--- src/sv/gptt_pkg.sv ---
// Shared constants, types and the arctangent table of the pan/tilt tracker.
`default_nettype none
package gptt_pkg;

   localparam int OFFSET_BITS_DEFAULT = 32;
   localparam int ATAN_ITER_DEFAULT   = 16;

   // CORDIC datapath: 64-bit words handled one 8-bit digit per cycle
   localparam int CORDIC_W     = 64;
   localparam int CORDIC_SCALE = 56;
   localparam int DIGIT_W      = 8;
   localparam int DIGIT_SH     = $clog2(DIGIT_W);
   localparam int NUM_DIGITS   = CORDIC_W / DIGIT_W;
   localparam int DIGIT_IDX_W  = $clog2(NUM_DIGITS);
   localparam int BIT_IDX_W    = $clog2(CORDIC_W);

   localparam int ATAN_TABLE_DEPTH = 24;
   localparam int ATAN_IDX_W       = 5;
   localparam int ATAN_VAL_W       = 22;
   localparam int ACC_W            = 25;
   localparam int ANGLE_W          = 15;
   localparam int DEG90_Q16        = 90 * 65536;
   localparam int DEG90_Q8         = 90 * 256;

   localparam int DIV_W      = 7;
   localparam int LIMIT_W    = 8;
   localparam int FRAC_W     = 8;
   localparam int POS_W      = LIMIT_W + FRAC_W;
   localparam int POS_EXT_W  = POS_W + 2;

   localparam int CSR_INDEX_W = 4;
   localparam int CSR_DATA_W  = 8;

   typedef enum logic [CSR_INDEX_W-1:0] {
      CSR_PAN_DIV    = 4'd0,
      CSR_TILT_DIV   = 4'd1,
      CSR_PAN_MIN    = 4'd2,
      CSR_PAN_MAX    = 4'd3,
      CSR_TILT_MIN   = 4'd4,
      CSR_TILT_MAX   = 4'd5,
      CSR_PAN_START  = 4'd6,
      CSR_TILT_START = 4'd7
   } csr_index_type;

   localparam logic [DIV_W-1:0]   PAN_DIV_RESET    = 7'd16;
   localparam logic [DIV_W-1:0]   TILT_DIV_RESET   = 7'd8;
   localparam logic [LIMIT_W-1:0] PAN_MIN_RESET    = 8'd65;
   localparam logic [LIMIT_W-1:0] PAN_MAX_RESET    = 8'd87;
   localparam logic [LIMIT_W-1:0] TILT_MIN_RESET   = 8'd56;
   localparam logic [LIMIT_W-1:0] TILT_MAX_RESET   = 8'd79;
   localparam logic [LIMIT_W-1:0] PAN_START_RESET  = 8'd76;
   localparam logic [LIMIT_W-1:0] TILT_START_RESET = 8'd77;

   typedef enum logic [2:0] {
      SEQ_IDLE,
      SEQ_AXIS,
      SEQ_ANGLE,
      SEQ_STEP,
      SEQ_DIVIDE,
      SEQ_APPLY,
      SEQ_OUTPUT
   } seq_state_type;

   // atan(2^-i) in degrees * 65536, rounded to nearest
   function automatic logic [ATAN_VAL_W-1:0] atan_deg_q16(input logic [ATAN_IDX_W-1:0] idx);
      logic [ATAN_VAL_W-1:0] val;
      case (idx)
         5'd0:    val = 22'd2949120;
         5'd1:    val = 22'd1740967;
         5'd2:    val = 22'd919879;
         5'd3:    val = 22'd466945;
         5'd4:    val = 22'd234379;
         5'd5:    val = 22'd117304;
         5'd6:    val = 22'd58666;
         5'd7:    val = 22'd29335;
         5'd8:    val = 22'd14668;
         5'd9:    val = 22'd7334;
         5'd10:   val = 22'd3667;
         5'd11:   val = 22'd1833;
         5'd12:   val = 22'd917;
         5'd13:   val = 22'd458;
         5'd14:   val = 22'd229;
         5'd15:   val = 22'd115;
         5'd16:   val = 22'd57;
         5'd17:   val = 22'd29;
         5'd18:   val = 22'd14;
         5'd19:   val = 22'd7;
         5'd20:   val = 22'd4;
         5'd21:   val = 22'd2;
         5'd22:   val = 22'd1;
         default: val = 22'd0;
      endcase
      return val;
   endfunction

endpackage
`default_nettype wire

--- src/sv/gptt_ifs.sv ---
// Request, response and register-write channel interfaces of the tracker.
`default_nettype none
interface gptt_req_if #(parameter int OFFSET_BITS = gptt_pkg::OFFSET_BITS_DEFAULT);
   logic                          valid;
   logic                          ready;
   logic signed [OFFSET_BITS-1:0] offset_x;
   logic signed [OFFSET_BITS-1:0] offset_y;
   logic signed [OFFSET_BITS-1:0] offset_z;
   modport source (output valid, offset_x, offset_y, offset_z, input ready);
   modport sink (input valid, offset_x, offset_y, offset_z, output ready);
endinterface

interface gptt_rsp_if;
   import gptt_pkg::*;
   logic             valid;
   logic             ready;
   logic [POS_W-1:0] pan_position;
   logic [POS_W-1:0] tilt_position;
   modport source (output valid, pan_position, tilt_position, input ready);
   modport sink (input valid, pan_position, tilt_position, output ready);
endinterface

interface gptt_csr_if;
   import gptt_pkg::*;
   logic                   valid;
   logic                   ready;
   logic [CSR_INDEX_W-1:0] index;
   logic [CSR_DATA_W-1:0]  data;
   modport source (output valid, index, data, input ready);
   modport sink (input valid, index, data, output ready);
endinterface
`default_nettype wire

--- src/sv/gptt_cordic.sv ---
// Digit-serial CORDIC vectoring unit: atan(num/den) magnitude in Q7.8 degrees.
`default_nettype none
module gptt_cordic #(
   parameter int OFFSET_BITS     = gptt_pkg::OFFSET_BITS_DEFAULT,
   parameter int ATAN_ITERATIONS = gptt_pkg::ATAN_ITER_DEFAULT
) (
   input  logic                         clock,
   input  logic                         reset,
   input  logic                         start,
   input  logic [OFFSET_BITS-1:0]       num_mag,
   input  logic [OFFSET_BITS-1:0]       den_mag,
   output logic                         done,
   output logic [gptt_pkg::ANGLE_W-1:0] angle_mag
);
   import gptt_pkg::*;

   localparam int PRESHIFT  = CORDIC_SCALE - OFFSET_BITS;
   localparam int TOP_PAD   = CORDIC_W - CORDIC_SCALE;
   localparam int ITER_W    = $clog2(ATAN_ITERATIONS);
   localparam int POS_IDX_W = $clog2(CORDIC_W + ATAN_TABLE_DEPTH + DIGIT_W);

   logic [CORDIC_W-1:0]    cx_ff, cx_in, cy_ff, cy_in;
   logic signed [ACC_W-1:0] acc_ff, acc_in;
   logic [ITER_W-1:0]      iter_ff, iter_in;
   logic [DIGIT_IDX_W-1:0] digit_ff, digit_in;
   logic                   carry_x_ff, carry_x_in, carry_y_ff, carry_y_in;
   logic                   neg_ff, neg_in, run_ff, run_in, done_ff, done_in;

   logic                   neg, cin_x, cin_y;
   logic [BIT_IDX_W-1:0]   base;
   logic [POS_IDX_W-1:0]   tap;
   logic [DIGIT_W-1:0]     sx, sy, cx_dig, cy_dig;
   logic [DIGIT_W:0]       sum_x, sum_y;
   logic signed [ACC_W-1:0] tv;
   logic [ACC_W-1:0]       rounded;

   always_comb begin
      neg    = (digit_ff == '0) ? cy_ff[CORDIC_W-1] : neg_ff;
      cin_x  = (digit_ff == '0) ? neg : carry_x_ff;
      cin_y  = (digit_ff == '0) ? ~neg : carry_y_ff;
      base   = {digit_ff, {DIGIT_SH{1'b0}}};
      tap    = '0;
      // arithmetic right shift by the iteration count, one digit at a time
      for (int b = 0; b < DIGIT_W; b++) begin
         tap = POS_IDX_W'(base) + POS_IDX_W'(b) + POS_IDX_W'(iter_ff);
         if (tap >= POS_IDX_W'(CORDIC_W)) begin
            sx[b] = cx_ff[CORDIC_W-1];
            sy[b] = cy_ff[CORDIC_W-1];
         end else begin
            sx[b] = cx_ff[tap[BIT_IDX_W-1:0]];
            sy[b] = cy_ff[tap[BIT_IDX_W-1:0]];
         end
      end
      cx_dig = cx_ff[base +: DIGIT_W];
      cy_dig = cy_ff[base +: DIGIT_W];
      sum_x  = {1'b0, cx_dig} + {1'b0, (neg ? ~sy : sy)} + {{DIGIT_W{1'b0}}, cin_x};
      sum_y  = {1'b0, cy_dig} + {1'b0, (neg ? sx : ~sx)} + {{DIGIT_W{1'b0}}, cin_y};
      tv     = signed'(ACC_W'(atan_deg_q16(ATAN_IDX_W'(iter_ff))));

      cx_in      = cx_ff;
      cy_in      = cy_ff;
      acc_in     = acc_ff;
      iter_in    = iter_ff;
      digit_in   = digit_ff;
      carry_x_in = carry_x_ff;
      carry_y_in = carry_y_ff;
      neg_in     = neg_ff;
      run_in     = run_ff;
      done_in    = 1'b0;

      if (start) begin
         cx_in    = {{TOP_PAD{1'b0}}, den_mag, {PRESHIFT{1'b0}}};
         cy_in    = {{TOP_PAD{1'b0}}, num_mag, {PRESHIFT{1'b0}}};
         acc_in   = '0;
         iter_in  = '0;
         digit_in = '0;
         run_in   = 1'b1;
      end else if (run_ff) begin
         cx_in[base +: DIGIT_W] = sum_x[DIGIT_W-1:0];
         cy_in[base +: DIGIT_W] = sum_y[DIGIT_W-1:0];
         carry_x_in = sum_x[DIGIT_W];
         carry_y_in = sum_y[DIGIT_W];
         neg_in     = neg;
         if (digit_ff == DIGIT_IDX_W'(NUM_DIGITS - 1)) begin
            acc_in   = neg ? (acc_ff - tv) : (acc_ff + tv);
            digit_in = '0;
            if (iter_ff == ITER_W'(ATAN_ITERATIONS - 1)) begin
               run_in  = 1'b0;
               done_in = 1'b1;
            end else begin
               iter_in = iter_ff + ITER_W'(1);
            end
         end else begin
            digit_in = digit_ff + DIGIT_IDX_W'(1);
         end
      end

      // clamp to 0..90 degrees and round half up to Q7.8
      rounded = ACC_W'(acc_ff) + ACC_W'(128);
      if (acc_ff[ACC_W-1]) begin
         angle_mag = '0;
      end else if (acc_ff > signed'(ACC_W'(DEG90_Q16))) begin
         angle_mag = ANGLE_W'(DEG90_Q8);
      end else begin
         angle_mag = rounded[ANGLE_W+FRAC_W-1:FRAC_W];
      end
   end

   assign done = done_ff;

   always_ff @(posedge clock) begin
      cx_ff      <= cx_in;
      cy_ff      <= cy_in;
      acc_ff     <= acc_in;
      iter_ff    <= iter_in;
      digit_ff   <= digit_in;
      carry_x_ff <= carry_x_in;
      carry_y_ff <= carry_y_in;
      neg_ff     <= neg_in;
      if (reset) begin
         run_ff  <= 1'b0;
         done_ff <= 1'b0;
      end else begin
         run_ff  <= run_in;
         done_ff <= done_in;
      end
   end

endmodule
`default_nettype wire

--- src/sv/gptt_divider.sv ---
// Bit-serial restoring divider for the position step: angle / divisor.
`default_nettype none
module gptt_divider (
   input  logic                         clock,
   input  logic                         reset,
   input  logic                         start,
   input  logic [gptt_pkg::ANGLE_W-1:0] dividend,
   input  logic [gptt_pkg::DIV_W-1:0]   divisor,
   output logic                         done,
   output logic [gptt_pkg::ANGLE_W-1:0] quotient
);
   import gptt_pkg::*;

   localparam int CNT_W = $clog2(ANGLE_W);

   logic [ANGLE_W-1:0] quo_ff, quo_in;
   logic [DIV_W-1:0]   rem_ff, rem_in, dvs_ff, dvs_in;
   logic [CNT_W-1:0]   cnt_ff, cnt_in;
   logic               run_ff, run_in, done_ff, done_in;
   logic [DIV_W:0]     trial, diff;

   always_comb begin
      trial   = {rem_ff, quo_ff[ANGLE_W-1]};
      diff    = trial - {1'b0, dvs_ff};
      quo_in  = quo_ff;
      rem_in  = rem_ff;
      dvs_in  = dvs_ff;
      cnt_in  = cnt_ff;
      run_in  = run_ff;
      done_in = 1'b0;
      if (start) begin
         quo_in = dividend;
         rem_in = '0;
         dvs_in = divisor;
         cnt_in = '0;
         run_in = 1'b1;
      end else if (run_ff) begin
         // shift in one dividend bit, keep the remainder below the divisor
         if (trial >= {1'b0, dvs_ff}) begin
            rem_in = diff[DIV_W-1:0];
            quo_in = {quo_ff[ANGLE_W-2:0], 1'b1};
         end else begin
            rem_in = trial[DIV_W-1:0];
            quo_in = {quo_ff[ANGLE_W-2:0], 1'b0};
         end
         if (cnt_ff == CNT_W'(ANGLE_W - 1)) begin
            run_in  = 1'b0;
            done_in = 1'b1;
         end else begin
            cnt_in = cnt_ff + CNT_W'(1);
         end
      end
   end

   assign done     = done_ff;
   assign quotient = quo_ff;

   always_ff @(posedge clock) begin
      quo_ff <= quo_in;
      rem_ff <= rem_in;
      dvs_ff <= dvs_in;
      cnt_ff <= cnt_in;
      if (reset) begin
         run_ff  <= 1'b0;
         done_ff <= 1'b0;
      end else begin
         run_ff  <= run_in;
         done_ff <= done_in;
      end
   end

endmodule
`default_nettype wire

--- src/sv/gimbal_pan_tilt_tracker_unit.sv ---
// Top level of the pan/tilt tracker: sequencer, registers and axis update.
//
// Usage: one request on req_bus carries a target offset (x, y, z), signed
// fixed point with 16 fraction bits. Each request yields exactly one
// response on rsp_bus with the pan and tilt positions in Q8.8.
// Registers are written on csr_bus (always ready); the user must write
// them only while no request is in flight, as the block does not enforce
// it; writing a start register also loads that axis position.
// Per request, pan is handled first, then tilt. An axis whose input
// equals the last value acted on is skipped. Otherwise the angle is zero
// for a zero axis offset, a full quarter turn for a zero z offset, and
// else comes from the digit-serial CORDIC over ATAN_ITERATIONS
// iterations; then a bit-serial divide runs when the angle leaves the
// dead band, and the step is applied and clamped.
// One request is in work at a time; the next is accepted once the
// sequencer is back in idle.
// The response sits in an output register: a stalled receiver does not
// block acceptance of the next request, only its completion.
// Reset (synchronous) restores register defaults, loads both positions
// from the start values and clears the last-seen offsets to zero.
`default_nettype none
module gimbal_pan_tilt_tracker_unit #(
   parameter int OFFSET_BITS     = gptt_pkg::OFFSET_BITS_DEFAULT,
   parameter int ATAN_ITERATIONS = gptt_pkg::ATAN_ITER_DEFAULT
) (
   input logic clock,
   input logic reset,
   gptt_req_if.sink   req_bus,
   gptt_rsp_if.source rsp_bus,
   gptt_csr_if.sink   csr_bus
);
   import gptt_pkg::*;

   seq_state_type state_ff, state_in;

   // configuration
   logic [DIV_W-1:0]   pan_div_ff, pan_div_in, tilt_div_ff, tilt_div_in;
   logic [LIMIT_W-1:0] pan_min_ff, pan_min_in, pan_max_ff, pan_max_in;
   logic [LIMIT_W-1:0] tilt_min_ff, tilt_min_in, tilt_max_ff, tilt_max_in;
   logic [LIMIT_W-1:0] pan_start_ff, pan_start_in, tilt_start_ff, tilt_start_in;

   // axis state
   logic [POS_W-1:0]       pan_pos_ff, pan_pos_in, tilt_pos_ff, tilt_pos_in;
   logic [OFFSET_BITS-1:0] last_x_ff, last_x_in, last_y_ff, last_y_in;

   // request capture and working registers
   logic [OFFSET_BITS-1:0] x_ff, x_in, y_ff, y_in, z_ff, z_in;
   logic                   axis_ff, axis_in, sign_ff, sign_in;
   logic [ANGLE_W-1:0]     ang_ff, ang_in, step_ff, step_in;

   // response register
   logic             rsp_valid_ff, rsp_valid_in;
   logic [POS_W-1:0] rsp_pan_ff, rsp_pan_in, rsp_tilt_ff, rsp_tilt_in;

   // datapath helpers
   logic [OFFSET_BITS-1:0] n_sel, last_sel, n_mag, z_mag;
   logic                   n_neg, z_neg, cordic_start, cordic_done;
   logic [ANGLE_W-1:0]     cordic_angle, div_quot;
   logic                   div_start, div_done;
   logic [DIV_W-1:0]       div_raw, div_eff;
   logic [ANGLE_W-1:0]     band;
   logic [POS_W-1:0]       pos_cur, pos_new;
   logic [LIMIT_W-1:0]     lim_hi, lim_lo;
   logic signed [POS_EXT_W-1:0] pos_ext, step_ext, pos_sum, hi_ext, lo_ext;
   logic                   accept_req, rsp_free;

   gptt_cordic #(
      .OFFSET_BITS    (OFFSET_BITS),
      .ATAN_ITERATIONS(ATAN_ITERATIONS)
   ) u_cordic (
      .clock    (clock),
      .reset    (reset),
      .start    (cordic_start),
      .num_mag  (n_mag),
      .den_mag  (z_mag),
      .done     (cordic_done),
      .angle_mag(cordic_angle)
   );

   gptt_divider u_divider (
      .clock   (clock),
      .reset   (reset),
      .start   (div_start),
      .dividend(ang_ff),
      .divisor (div_eff),
      .done    (div_done),
      .quotient(div_quot)
   );

   assign req_bus.ready         = (state_ff == SEQ_IDLE);
   assign accept_req            = req_bus.valid && (state_ff == SEQ_IDLE);
   assign rsp_free              = !rsp_valid_ff || rsp_bus.ready;
   assign rsp_bus.valid         = rsp_valid_ff;
   assign rsp_bus.pan_position  = rsp_pan_ff;
   assign rsp_bus.tilt_position = rsp_tilt_ff;
   assign csr_bus.ready         = 1'b1;

   always_comb begin
      // select the axis being worked on
      n_sel    = axis_ff ? y_ff : x_ff;
      last_sel = axis_ff ? last_y_ff : last_x_ff;
      n_neg    = n_sel[OFFSET_BITS-1];
      z_neg    = z_ff[OFFSET_BITS-1];
      n_mag    = n_neg ? ((~n_sel) + OFFSET_BITS'(1)) : n_sel;
      z_mag    = z_neg ? ((~z_ff) + OFFSET_BITS'(1)) : z_ff;

      // a zero divisor counts as one; dead band is (divisor - 1) degrees
      div_raw  = axis_ff ? tilt_div_ff : pan_div_ff;
      div_eff  = (div_raw == '0) ? DIV_W'(1) : div_raw;
      band     = {div_eff - DIV_W'(1), {FRAC_W{1'b0}}};

      // add or subtract the step, then clamp: the upper limit wins
      pos_cur  = axis_ff ? tilt_pos_ff : pan_pos_ff;
      lim_hi   = axis_ff ? tilt_max_ff : pan_max_ff;
      lim_lo   = axis_ff ? tilt_min_ff : pan_min_ff;
      pos_ext  = signed'({2'b00, pos_cur});
      step_ext = signed'(POS_EXT_W'(step_ff));
      hi_ext   = signed'({2'b00, lim_hi, {FRAC_W{1'b0}}});
      lo_ext   = signed'({2'b00, lim_lo, {FRAC_W{1'b0}}});
      pos_sum  = (sign_ff != axis_ff) ? (pos_ext - step_ext) : (pos_ext + step_ext);
      if (pos_sum > hi_ext) begin
         pos_new = POS_W'(hi_ext);
      end else if (pos_sum < lo_ext) begin
         pos_new = POS_W'(lo_ext);
      end else begin
         pos_new = POS_W'(pos_sum);
      end

      state_in      = state_ff;
      pan_div_in    = pan_div_ff;
      tilt_div_in   = tilt_div_ff;
      pan_min_in    = pan_min_ff;
      pan_max_in    = pan_max_ff;
      tilt_min_in   = tilt_min_ff;
      tilt_max_in   = tilt_max_ff;
      pan_start_in  = pan_start_ff;
      tilt_start_in = tilt_start_ff;
      pan_pos_in    = pan_pos_ff;
      tilt_pos_in   = tilt_pos_ff;
      last_x_in     = last_x_ff;
      last_y_in     = last_y_ff;
      x_in          = x_ff;
      y_in          = y_ff;
      z_in          = z_ff;
      axis_in       = axis_ff;
      sign_in       = sign_ff;
      ang_in        = ang_ff;
      step_in       = step_ff;
      rsp_valid_in  = rsp_valid_ff && !rsp_bus.ready;
      rsp_pan_in    = rsp_pan_ff;
      rsp_tilt_in   = rsp_tilt_ff;
      cordic_start  = 1'b0;
      div_start     = 1'b0;

      unique case (state_ff)
         SEQ_IDLE: begin
            // capture the request, start with the pan axis
            if (accept_req) begin
               x_in     = req_bus.offset_x;
               y_in     = req_bus.offset_y;
               z_in     = req_bus.offset_z;
               axis_in  = 1'b0;
               state_in = SEQ_AXIS;
            end
         end
         SEQ_AXIS: begin
            if (n_sel == last_sel) begin
               // unchanged input: leave the axis alone, no clamp
               if (axis_ff) begin
                  state_in = SEQ_OUTPUT;
               end else begin
                  axis_in = 1'b1;
               end
            end else begin
               sign_in = n_neg ^ z_neg;
               if (axis_ff) begin
                  last_y_in = n_sel;
               end else begin
                  last_x_in = n_sel;
               end
               if (n_mag == '0) begin
                  ang_in   = '0;
                  state_in = SEQ_STEP;
               end else if (z_mag == '0) begin
                  // target straight to the side: a full quarter turn
                  ang_in   = ANGLE_W'(DEG90_Q8);
                  state_in = SEQ_STEP;
               end else begin
                  cordic_start = 1'b1;
                  state_in     = SEQ_ANGLE;
               end
            end
         end
         SEQ_ANGLE: begin
            if (cordic_done) begin
               ang_in   = cordic_angle;
               state_in = SEQ_STEP;
            end
         end
         SEQ_STEP: begin
            if (ang_ff > band) begin
               div_start = 1'b1;
               state_in  = SEQ_DIVIDE;
            end else begin
               step_in  = '0;
               state_in = SEQ_APPLY;
            end
         end
         SEQ_DIVIDE: begin
            if (div_done) begin
               step_in  = div_quot;
               state_in = SEQ_APPLY;
            end
         end
         SEQ_APPLY: begin
            if (axis_ff) begin
               tilt_pos_in = pos_new;
               state_in    = SEQ_OUTPUT;
            end else begin
               pan_pos_in = pos_new;
               axis_in    = 1'b1;
               state_in   = SEQ_AXIS;
            end
         end
         SEQ_OUTPUT: begin
            // hold until the response register is free
            if (rsp_free) begin
               rsp_valid_in = 1'b1;
               rsp_pan_in   = pan_pos_ff;
               rsp_tilt_in  = tilt_pos_ff;
               state_in     = SEQ_IDLE;
            end
         end
         default: state_in = SEQ_IDLE;
      endcase

      // register writes; a start value also reloads its position
      if (csr_bus.valid) begin
         unique case (csr_bus.index)
            CSR_PAN_DIV:    pan_div_in  = csr_bus.data[DIV_W-1:0];
            CSR_TILT_DIV:   tilt_div_in = csr_bus.data[DIV_W-1:0];
            CSR_PAN_MIN:    pan_min_in  = csr_bus.data[LIMIT_W-1:0];
            CSR_PAN_MAX:    pan_max_in  = csr_bus.data[LIMIT_W-1:0];
            CSR_TILT_MIN:   tilt_min_in = csr_bus.data[LIMIT_W-1:0];
            CSR_TILT_MAX:   tilt_max_in = csr_bus.data[LIMIT_W-1:0];
            CSR_PAN_START: begin
               pan_start_in = csr_bus.data[LIMIT_W-1:0];
               pan_pos_in   = {csr_bus.data[LIMIT_W-1:0], {FRAC_W{1'b0}}};
            end
            CSR_TILT_START: begin
               tilt_start_in = csr_bus.data[LIMIT_W-1:0];
               tilt_pos_in   = {csr_bus.data[LIMIT_W-1:0], {FRAC_W{1'b0}}};
            end
            default: ;
         endcase
      end
   end

   always_ff @(posedge clock) begin
      x_ff        <= x_in;
      y_ff        <= y_in;
      z_ff        <= z_in;
      axis_ff     <= axis_in;
      sign_ff     <= sign_in;
      ang_ff      <= ang_in;
      step_ff     <= step_in;
      rsp_pan_ff  <= rsp_pan_in;
      rsp_tilt_ff <= rsp_tilt_in;
      if (reset) begin
         state_ff      <= SEQ_IDLE;
         pan_div_ff    <= PAN_DIV_RESET;
         tilt_div_ff   <= TILT_DIV_RESET;
         pan_min_ff    <= PAN_MIN_RESET;
         pan_max_ff    <= PAN_MAX_RESET;
         tilt_min_ff   <= TILT_MIN_RESET;
         tilt_max_ff   <= TILT_MAX_RESET;
         pan_start_ff  <= PAN_START_RESET;
         tilt_start_ff <= TILT_START_RESET;
         pan_pos_ff    <= {PAN_START_RESET, {FRAC_W{1'b0}}};
         tilt_pos_ff   <= {TILT_START_RESET, {FRAC_W{1'b0}}};
         last_x_ff     <= '0;
         last_y_ff     <= '0;
         rsp_valid_ff  <= 1'b0;
      end else begin
         state_ff      <= state_in;
         pan_div_ff    <= pan_div_in;
         tilt_div_ff   <= tilt_div_in;
         pan_min_ff    <= pan_min_in;
         pan_max_ff    <= pan_max_in;
         tilt_min_ff   <= tilt_min_in;
         tilt_max_ff   <= tilt_max_in;
         pan_start_ff  <= pan_start_in;
         tilt_start_ff <= tilt_start_in;
         pan_pos_ff    <= pan_pos_in;
         tilt_pos_ff   <= tilt_pos_in;
         last_x_ff     <= last_x_in;
         last_y_ff     <= last_y_in;
         rsp_valid_ff  <= rsp_valid_in;
      end
   end

endmodule
`default_nettype wire
--- src/flat_wrapper.sv ---
// flat-port wrapper written by rule: the top's interface ports become plain ports
module gimbal_pan_tilt_tracker_unit_flat import gptt_pkg::*;
#(
   parameter int OFFSET_BITS     = gptt_pkg::OFFSET_BITS_DEFAULT,
   parameter int ATAN_ITERATIONS = gptt_pkg::ATAN_ITER_DEFAULT
)
  (clock, reset, req_bus_valid, req_bus_offset_x, req_bus_offset_y, req_bus_offset_z, req_bus_ready, rsp_bus_valid, rsp_bus_pan_position, rsp_bus_tilt_position, rsp_bus_ready, csr_bus_valid, csr_bus_index, csr_bus_data, csr_bus_ready);
  gptt_req_if #(.OFFSET_BITS(OFFSET_BITS)) req_bus_i ();
  gptt_rsp_if rsp_bus_i ();
  gptt_csr_if csr_bus_i ();
  input logic clock;
  input logic reset;
  input wire logic [$bits(req_bus_i.valid)-1:0] req_bus_valid;
  input wire logic [$bits(req_bus_i.offset_x)-1:0] req_bus_offset_x;
  input wire logic [$bits(req_bus_i.offset_y)-1:0] req_bus_offset_y;
  input wire logic [$bits(req_bus_i.offset_z)-1:0] req_bus_offset_z;
  output wire logic [$bits(req_bus_i.ready)-1:0] req_bus_ready;
  output wire logic [$bits(rsp_bus_i.valid)-1:0] rsp_bus_valid;
  output wire logic [$bits(rsp_bus_i.pan_position)-1:0] rsp_bus_pan_position;
  output wire logic [$bits(rsp_bus_i.tilt_position)-1:0] rsp_bus_tilt_position;
  input wire logic [$bits(rsp_bus_i.ready)-1:0] rsp_bus_ready;
  input wire logic [$bits(csr_bus_i.valid)-1:0] csr_bus_valid;
  input wire logic [$bits(csr_bus_i.index)-1:0] csr_bus_index;
  input wire logic [$bits(csr_bus_i.data)-1:0] csr_bus_data;
  output wire logic [$bits(csr_bus_i.ready)-1:0] csr_bus_ready;
  assign req_bus_i.valid = req_bus_valid;
  assign req_bus_i.offset_x = req_bus_offset_x;
  assign req_bus_i.offset_y = req_bus_offset_y;
  assign req_bus_i.offset_z = req_bus_offset_z;
  assign req_bus_ready = req_bus_i.ready;
  assign rsp_bus_valid = rsp_bus_i.valid;
  assign rsp_bus_pan_position = rsp_bus_i.pan_position;
  assign rsp_bus_tilt_position = rsp_bus_i.tilt_position;
  assign rsp_bus_i.ready = rsp_bus_ready;
  assign csr_bus_i.valid = csr_bus_valid;
  assign csr_bus_i.index = csr_bus_index;
  assign csr_bus_i.data = csr_bus_data;
  assign csr_bus_ready = csr_bus_i.ready;
  gimbal_pan_tilt_tracker_unit #(.OFFSET_BITS(OFFSET_BITS), .ATAN_ITERATIONS(ATAN_ITERATIONS)) u_core (.clock(clock), .reset(reset), .req_bus(req_bus_i), .rsp_bus(rsp_bus_i), .csr_bus(csr_bus_i));
endmodule
--- config.mk ---
export PLATFORM = sky130hd
export DESIGN_NAME = gimbal_pan_tilt_tracker_unit_flat
export DESIGN_NICKNAME = d
export VERILOG_FILES = /design/src/sv/gptt_pkg.sv /design/src/sv/gptt_ifs.sv /design/src/sv/gptt_cordic.sv /design/src/sv/gptt_divider.sv /design/src/sv/gimbal_pan_tilt_tracker_unit.sv /design/src/flat_wrapper.sv
export SDC_FILE = /design/constraint.sdc
export NUM_CORES = 2
export LEC_CHECK = 0
export BUFFER_PORTS_ARGS = -buffer_cell sky130_fd_sc_hd__buf_2
export CAP_MARGIN = 40
export CELL_PAD_IN_SITES_DETAIL_PLACEMENT = 1
export CELL_PAD_IN_SITES_GLOBAL_PLACEMENT = 1
export CORE_ASPECT_RATIO = 1.1
export CORE_UTILIZATION = 30
export CTS_CLUSTER_SIZE = 25
export DETAILED_ROUTE_END_ITERATION = 16
export PLACE_DENSITY = 0.62
export SLEW_MARGIN = 25
export SYNTH_ARGS = -nofsm -noshare
export SYNTH_HDL_FRONTEND = slang
export SYNTH_SLANG_ARGS = --single-unit
--- constraint.sdc ---
create_clock -name clock -period 8.1 [get_ports clock]
set_input_delay 0.405 -clock clock [delete_from_list [all_inputs] [get_ports clock]]
set_output_delay 0.405 -clock clock [all_outputs]
set_load 0.01 [all_outputs]
==> Word level (Yosys, flattened, before mapping) <==
Memory sizes are Yosys's and may differ from the RTL's. A register that Yosys moved wholly into a read port is not among the register bits.
Index checks and enable logic that the tools add are counted.
{ "classes": {"muxes": 128, "n_lt_le_gt_ge": 21, "n_addsub": 32, "bitwise": 14, "shifts": 5, "reduce_logical": 37, "eq_ne": 27} }
{ "ops": {"columns": ["op", "count"], "rows": [
  ["56-bit two-way mux", 4],
  ["16-bit two-way mux", 11],
  ["15-bit two-way mux", 10],
  ["64-bit bitwise mux", 2],
  ["32-bit two-way mux", 4],
  ["64-bit by 7-bit variable part select with 8-bit output", 2],
  ["8-bit by 8-bit variable part select with 64-bit output", 2],
  ["1-bit binary-select mux with 6-bit select", 16],
  ["32-bit by 1-bit adder with 32-bit output, second input constant", 2],
  ["32-bit logical NOT", 2],
  ["32-bit NOT", 2],
  ["8-bit by 8-bit variable shift with 64-bit output, first input constant", 1],
  ["15-bit one-hot mux with 2 select lines", 2],
  ["1-bit two-way mux", 57],
  ["7-bit greater-or-equal comparator, second input constant", 8],
  ["6-bit by 7-bit < comparator with 1-bit output, second input constant", 8],
  ["7-bit by 4-bit adder with 7-bit output", 7],
  ["32-bit == test", 1],
  ["8-bit two-way mux", 4],
  ["6-bit by 3-bit adder with 7-bit output, second input constant", 4],
  ["3-bit two-way mux", 9],
  ["25-bit by 23-bit adder with 25-bit output", 1],
  ["25-bit by 24-bit > comparator with 1-bit output, second input constant", 1],
  ["25-bit two-way mux", 1],
  ["other kinds (52)", 103]
]} }
{ "word_totals": {"register_bits": 506, "memories": 1, "wordCells": 304, "mem_bits_ro": 352, "out_inout_bits": 35, "inputBits": 113} }
{ "mem_list": {"columns": ["memory", "depth", "word_bits", "rd", "rd_clocked_by_memory_dff", "wr", "line", "source"], "rows": [
  ["(no name shown)", 16, 22, 1, 1, 0, "gptt_pkg.sv:67", "case (idx)"]
]} }

==> Longest topological paths before layout <==
{ "logic_depth": {"word_depth": 13, "mapped_depth": 34, "mapped_depth_nobuf": 22} }

==> Modules after synthesis <==
From an unflattened synthesis, not the netlist that was laid out.
{ "unflattened": {"cells_unflattened": 3593, "area_unflattened_um2": 36973.0} }
{ "modules_own_cells": {"columns": ["module", "area_per_inst_um2", "seq_area_each_um2", "n_inst", "cells_each"], "rows": [
  ["gptt_cordic", 17659.4, 4414.2, 1, 1680],
  ["gimbal_pan_tilt_tracker_unit", 17406.7, 7727.4, 1, 1745],
  ["gptt_divider", 1906.8, 920.9, 1, 168]
]} }

==> Worst setup path before layout <==
Ideal clock, no wire load.
{ "synth_path": {"kind": "reg-to-reg", "start": "register u_core.axis_ff", "end": "register u_core.pan_pos_ff[10]", "path_buffers": 12, "t_arrival_ns": 6.861, "setup_slack_ns": 1.164, "path_stages_with_launch": 34, "setup_ns": 0.074, "required_time_ns": 8.026, "path_cell_list": "edfxtp_1 -> buf_6 -> buf_6 -> buf_8 -> buf_8 -> buf_12 -> buf_12 -> buf_12 -> buf_4 -> buf_1 -> buf_1 -> buf_1 -> mux2i_1 -> inv_1 -> ha_1 -> fa_1 -> nor2b_1 -> o211ai_1 -> a31oi_1 -> a2111oi_0 -> nor3_1 -> a21oi_1 -> xor2_1 -> ha_1 -> nand2_1 -> nor2_1 -> nand4_1 -> or4_1 -> a2111o_1 -> a21boi_4 -> or2_1 -> buf_4 -> mux2_2 -> o21ai_0"} }
{ "synth_via": {"elab_chain_len": 10} }
{ "synth_rtl": {"columns": ["item", "line", "source"], "rows": [
  ["start: declaration", "gimbal_pan_tilt_tracker_unit.sv:48", "logic axis_ff, axis_in, sign_ff, sign_in;"],
  ["start signal: assignment", "gimbal_pan_tilt_tracker_unit.sv:263", "axis_ff <= axis_in;"],
  ["16-bit two-way mux", "gimbal_pan_tilt_tracker_unit.sv:113", "pos_cur = axis_ff ? tilt_pos_ff : pan_pos_ff;"],
  ["16-bit by 15-bit adder with 17-bit output or 16-bit by 15-bit subtractor with 17-bit output (tied branches)", "gimbal_pan_tilt_tracker_unit.sv:120", "pos_sum = (sign_ff != axis_ff) ? (pos_ext - step_ext) : (pos_ext + step_ext);"],
  ["18-bit two-way mux", "gimbal_pan_tilt_tracker_unit.sv:120", null],
  ["18-bit by 17-bit < comparator with 1-bit output", "gimbal_pan_tilt_tracker_unit.sv:123", "end else if (pos_sum < lo_ext) begin"],
  ["16-bit two-way mux", "gimbal_pan_tilt_tracker_unit.sv:123", null],
  ["16-bit two-way mux", "gimbal_pan_tilt_tracker_unit.sv:121", "if (pos_sum > hi_ext) begin"],
  ["16-bit two-way mux *", "gimbal_pan_tilt_tracker_unit.sv:216", "if (axis_ff) begin"],
  ["16-bit two-way mux *", "gimbal_pan_tilt_tracker_unit.sv:155", "unique case (state_ff)"],
  ["16-bit two-way mux", "gimbal_pan_tilt_tracker_unit.sv:239", "unique case (csr_bus.index)"],
  ["16-bit two-way mux *", "gimbal_pan_tilt_tracker_unit.sv:238", "if (csr_bus.valid) begin"],
  ["end signal: assignment", "gimbal_pan_tilt_tracker_unit.sv:279", "pan_pos_ff <= {PAN_START_RESET, {FRAC_W{1'b0}}};"],
  ["end signal: assignment", "gimbal_pan_tilt_tracker_unit.sv:294", "pan_pos_ff <= pan_pos_in;"],
  ["end: declaration", "gimbal_pan_tilt_tracker_unit.sv:43", "logic [POS_W-1:0] pan_pos_ff, pan_pos_in, tilt_pos_ff, tilt_pos_in;"]
]} }
Mark *: on every way between the ends. The rest lies on a longest branch, timed or not.
A chain may end at the register's enable or synchronous reset.

==> Final worst setup path <==
{ "layout_path": {"start": "register u_core.axis_ff", "end": "register u_core.tilt_pos_ff[11]"} }
{ "layout_via": {"elab_chain_len": 10} }
{ "layout_rtl": {"columns": ["item", "line", "source"], "rows": [
  ["16-bit two-way mux", "gimbal_pan_tilt_tracker_unit.sv:113", null],
  ["16-bit by 15-bit adder with 17-bit output or 16-bit by 15-bit subtractor with 17-bit output (tied branches)", "gimbal_pan_tilt_tracker_unit.sv:120", null],
  ["18-bit two-way mux", "gimbal_pan_tilt_tracker_unit.sv:120", null],
  ["18-bit by 17-bit < comparator with 1-bit output", "gimbal_pan_tilt_tracker_unit.sv:123", null],
  ["16-bit two-way mux", "gimbal_pan_tilt_tracker_unit.sv:123", null],
  ["16-bit two-way mux", "gimbal_pan_tilt_tracker_unit.sv:121", null],
  ["16-bit two-way mux *", "gimbal_pan_tilt_tracker_unit.sv:216", null],
  ["16-bit two-way mux *", "gimbal_pan_tilt_tracker_unit.sv:155", null],
  ["16-bit two-way mux", "gimbal_pan_tilt_tracker_unit.sv:239", null],
  ["16-bit two-way mux *", "gimbal_pan_tilt_tracker_unit.sv:238", null],
  ["end signal: assignment", "gimbal_pan_tilt_tracker_unit.sv:280", "tilt_pos_ff <= {TILT_START_RESET, {FRAC_W{1'b0}}};"],
  ["end signal: assignment", "gimbal_pan_tilt_tracker_unit.sv:295", "tilt_pos_ff <= tilt_pos_in;"],
  ["end: declaration", "gimbal_pan_tilt_tracker_unit.sv:43", null]
]} }
Marks and branches as above.

==> results.json <==
{
  "synth.area.top_cells": "edfxtp_1 21%, dfxtp_1 16%, mux4_2 15%",
  "p_total_mw": 12.7,
  "grt_max_degree": 135,
  "io_pins": 148,
  "yosys-top-cells-count": "441 x nand2_1, 279 x dfxtp_1, 269 x a21oi_1",
  "wirelength_um": 119000,
  "postSynthCellCount": 3444,
  "area_delta_synth_final_pct": 17.1,
  "cp_top_family": "compound AO/OA/AOI/OAI gates",
  "r2r_cells": 21,
  "synth_area_leader_cell": "edfxtp_1",
  "synthFlopType": "dfxtp_1",
  "rsz0062_at_grt": "false",
  "holdPathEnd": "u_core.pan_max_ff[4]$_SDFFE_PP1P_",
  "cp_slowest_cell": "a21boi_4",
  "gp_congestion": 0.899,
  "final_util_pct": 35.5,
  "drc": 20,
  "relSlewSlack_pct": 42.4,
  "fmaxAchievable_mhz": 154,
  "finalHoldViolations": 0,
  "cp-end-kind": "register",
  "synthesis.area_sq_um": 35100,
  "dp_hpwl_um": 87800,
  "cap_violations": 0,
  "drive_above_1_share_pct": 18.2,
  "via_count": 28600,
  "failed_checks": "design-rule violations",
  "setup_viol": 0,
  "outcome": "finished with violations",
  "synth_edf_count": 249,
  "ant_nets": 0,
  "grt_pass1_wl_um": 182000,
  "reg2reg_from": "u_core.axis_ff$_DFFE_PP_",
  "placedCellCount": 4991,
  "ys_ff_latch": 528,
  "hold_depth": 2,
  "critPathKind": "reg2reg",
  "synth_warnings": 0,
  "syn_nets": 3691,
  "htree_levels": 3,
  "post-synth-top-count-cell": "nand2_1",
  "post-route-period-util_pct": 80.2,
  "core_sq_um": 116000,
  "overflow": 0,
  "r2r-end": "u_core.tilt_pos_ff[11]$_SDFF_PP1_",
  "finClkSkew_ps": 53.5,
  "powerDensity_nw_per_um2": 310,
  "vias_per_cell": 5.48,
  "cts-root-buf": "clkbuf_16",
  "maxSlewViolCount": 0,
  "multi_input_area_sq_um": 20900,
  "cts.clk_slew.worst_paths_ps": 60,
  "path_buf_inv": 2,
  "initial_core_util_pct": 30.3,
  "grt_pass1_vias": 29400,
  "hold_class": "in2reg",
  "yosysSeqAreaShare_pct": 37.2,
  "die_h_um": 361,
  "path_cells": "buf_12, mux2_2, ha_1, nand2b_1, a211o_1, a211oi_1, a311oi_1, o211ai_1, xnor2_1, o211ai_1, inv_1, ha_1, nand2_1, nor2_1, nand4_1, or4_1, a2111o_1, a21boi_4, or2_1, mux2_2, o21ai_0",
  "required_ps": 8700,
  "tns_ps": 0,
  "drtIter0Drc": 1746,
  "hold_start": "csr_bus_data[4]",
  "cts_inserted_buffers": 68,
  "cpPeakStageDelay_ps": 490,
  "synth.avg_cell_area_sq_um": 10.2,
  "firstDrtPassIters": 11,
  "antenna_found_initial": 3,
  "synth_top_cell_area_share_pct": 21.3,
  "regArea_sq_um": 13100,
  "wl_per_cell_um": 22.7,
  "die_w_um": 328,
  "synth.distinct_cells": 92,
  "irDropWorstVdd_v": 0.000307,
  "cts_tree": "built",
  "nets": 3882,
  "crit_arrival_ps": 7100,
  "dieArea_sq_um": 118000,
  "fin_cells": 5218,
  "track_usage_pct": 19.9,
  "regToRegSetupSlack_ps": 1610,
  "worstSetupStartpointType": "register",
  "fillCellCount": 13000,
  "p_leak_nw": 14.9,
  "numClockSinks": 528,
  "antennaDiodeCount": 0,
  "placementRows": 131,
  "async_flop_share_pct": 0,
  "cts.path.max_buffers": 3,
  "tightest_slew_ps": 862,
  "insertion_delay_ps": 670,
  "io_buffer_count": 146,
  "crit_fanout": 43,
  "fin_crit_ps": 6490
}
## flip-flops by register name, summed over array words and instances (netlist names), 25 cells and up
| register | count |
|---|---|
| u_core.u_cordic.cx_ff | 64 |
| u_core.u_cordic.acc_ff | 25 |
| u_core.x_ff | 32 |
| u_core.z_ff | 32 |
| u_core.last_y_ff | 32 |
| u_core.last_x_ff | 32 |
| u_core.u_cordic.cy_ff | 64 |
| u_core.y_ff | 32 |
## how the worst max path moves through the flow
stage,startpoint,end,slack (ps),cells past startpoint
final,u_core.axis_ff$_DFFE_PP_,u_core.tilt_pos_ff[11]$_SDFF_PP1_,1610,21
after global routing,u_core.axis_ff$_DFFE_PP_,u_core.tilt_pos_ff[10]$_SDFF_PP1_,1200,20
after CTS,u_core.axis_ff$_DFFE_PP_,u_core.tilt_pos_ff[11]$_SDFF_PP1_,1630,21
after detailed placement,u_core.axis_ff$_DFFE_PP_,u_core.tilt_pos_ff[11]$_SDFF_PP1_,1720,21
after global placement,u_core.axis_ff$_DFFE_PP_,u_core.u_cordic.tv[12]$_DFF_P_,1410,14
after floorplan,u_core.axis_ff$_DFFE_PP_,u_core.pan_pos_ff[10]$_SDFF_PP1_,1160,33
## where the power goes
group	internal [mW]	leakage (nW)	switching (mW)
registers	3.21	4.60	0.440
logic	2.22	9.19	3.73
clock network	1.84	1.11	1.30
total	7.27	14.9	5.47
## per-layer routing
layer	wire length, um	GRT usage, %	up-vias
li1	-	-	13200
met1	50100	25.3	14400
met2	58600	34.0	853
met3	6000	2.79	206
met4	3790	7.10	2
met5	17	0	-
## cell type report
cell class / instances / area share, %
inverter: 99 / 0.903
timing repair buffer: 332 / 6.26
tap: 1529 / 4.65
clock buffer: 89 / 4.53
sequential: 528 / 31.8
clock inverter: 35 / 1.08
multi-input combinational: 2606 / 50.8
## placed cells by master (no fill, tap or decap), types with 13 or more instances in the layout
| cell | count |
|---|---|
| or3_1 | 27 |
| mux2_2 | 53 |
| edfxtp_1 | 249 |
| inv_1 | 96 |
| and2_1 | 28 |
| a31oi_1 | 20 |
| mux2i_1 | 178 |
| nor2b_1 | 48 |
| o21ai_0 | 99 |
| nor3b_1 | 17 |
| dfxtp_1 | 275 |
| or4_1 | 13 |
| nor3_1 | 53 |
| and3_1 | 20 |
| or2_2 | 15 |
| nand4_1 | 37 |
| a21o_1 | 21 |
| xor2_1 | 110 |
| buf_4 | 62 |
| a21oi_1 | 268 |
| nand2_1 | 441 |
| xnor2_1 | 124 |
| o211ai_1 | 19 |
| nor2_1 | 262 |
| clkbuf_1 | 14 |
| ha_1 | 124 |
| nand3_1 | 42 |
| mux4_2 | 227 |
| dlygate4sd3_1 | 96 |
| clkbuf_16 | 69 |
| buf_2 | 151 |
| nand2b_1 | 29 |
| a211o_1 | 22 |
| a211oi_1 | 67 |
| nor4_1 | 23 |
| o31ai_1 | 23 |
## what timing repair did
item | in CTS | in global routing
hold buffers | 96 | 0
gates resized for setup | 0 | 0
hold endpoints to repair | 96 | 0
setup buffers | 0 | 0
## cell families (layout without fill, tap and decap cells)
kind of cell	Yosys count	in the layout	synth area share [%]
muxes	466	466	21.6
and+or+nand+nor	1097	1097	14.5
adders and majority gates	134	134	4.96
buffers and inverters	310	555	3.69
xor gates and xnor gates	240	240	6.06
DFF	528	528	37.2
other	1	1	0.0107
AOI/OAI and AO/OA	668	668	12.0
## metrics by stage
stage	setup slack, ps	area, sq um	hold WS (ps)
floorplan	1160	35100	419
global placement	1410	37400	440
detailed placement	1720	37700	448
CTS	1630	41000	60.1
global route	1200	41100	81.6
finish	1610	41100	107
Note: power is estimated with default switching activity, not from simulation.
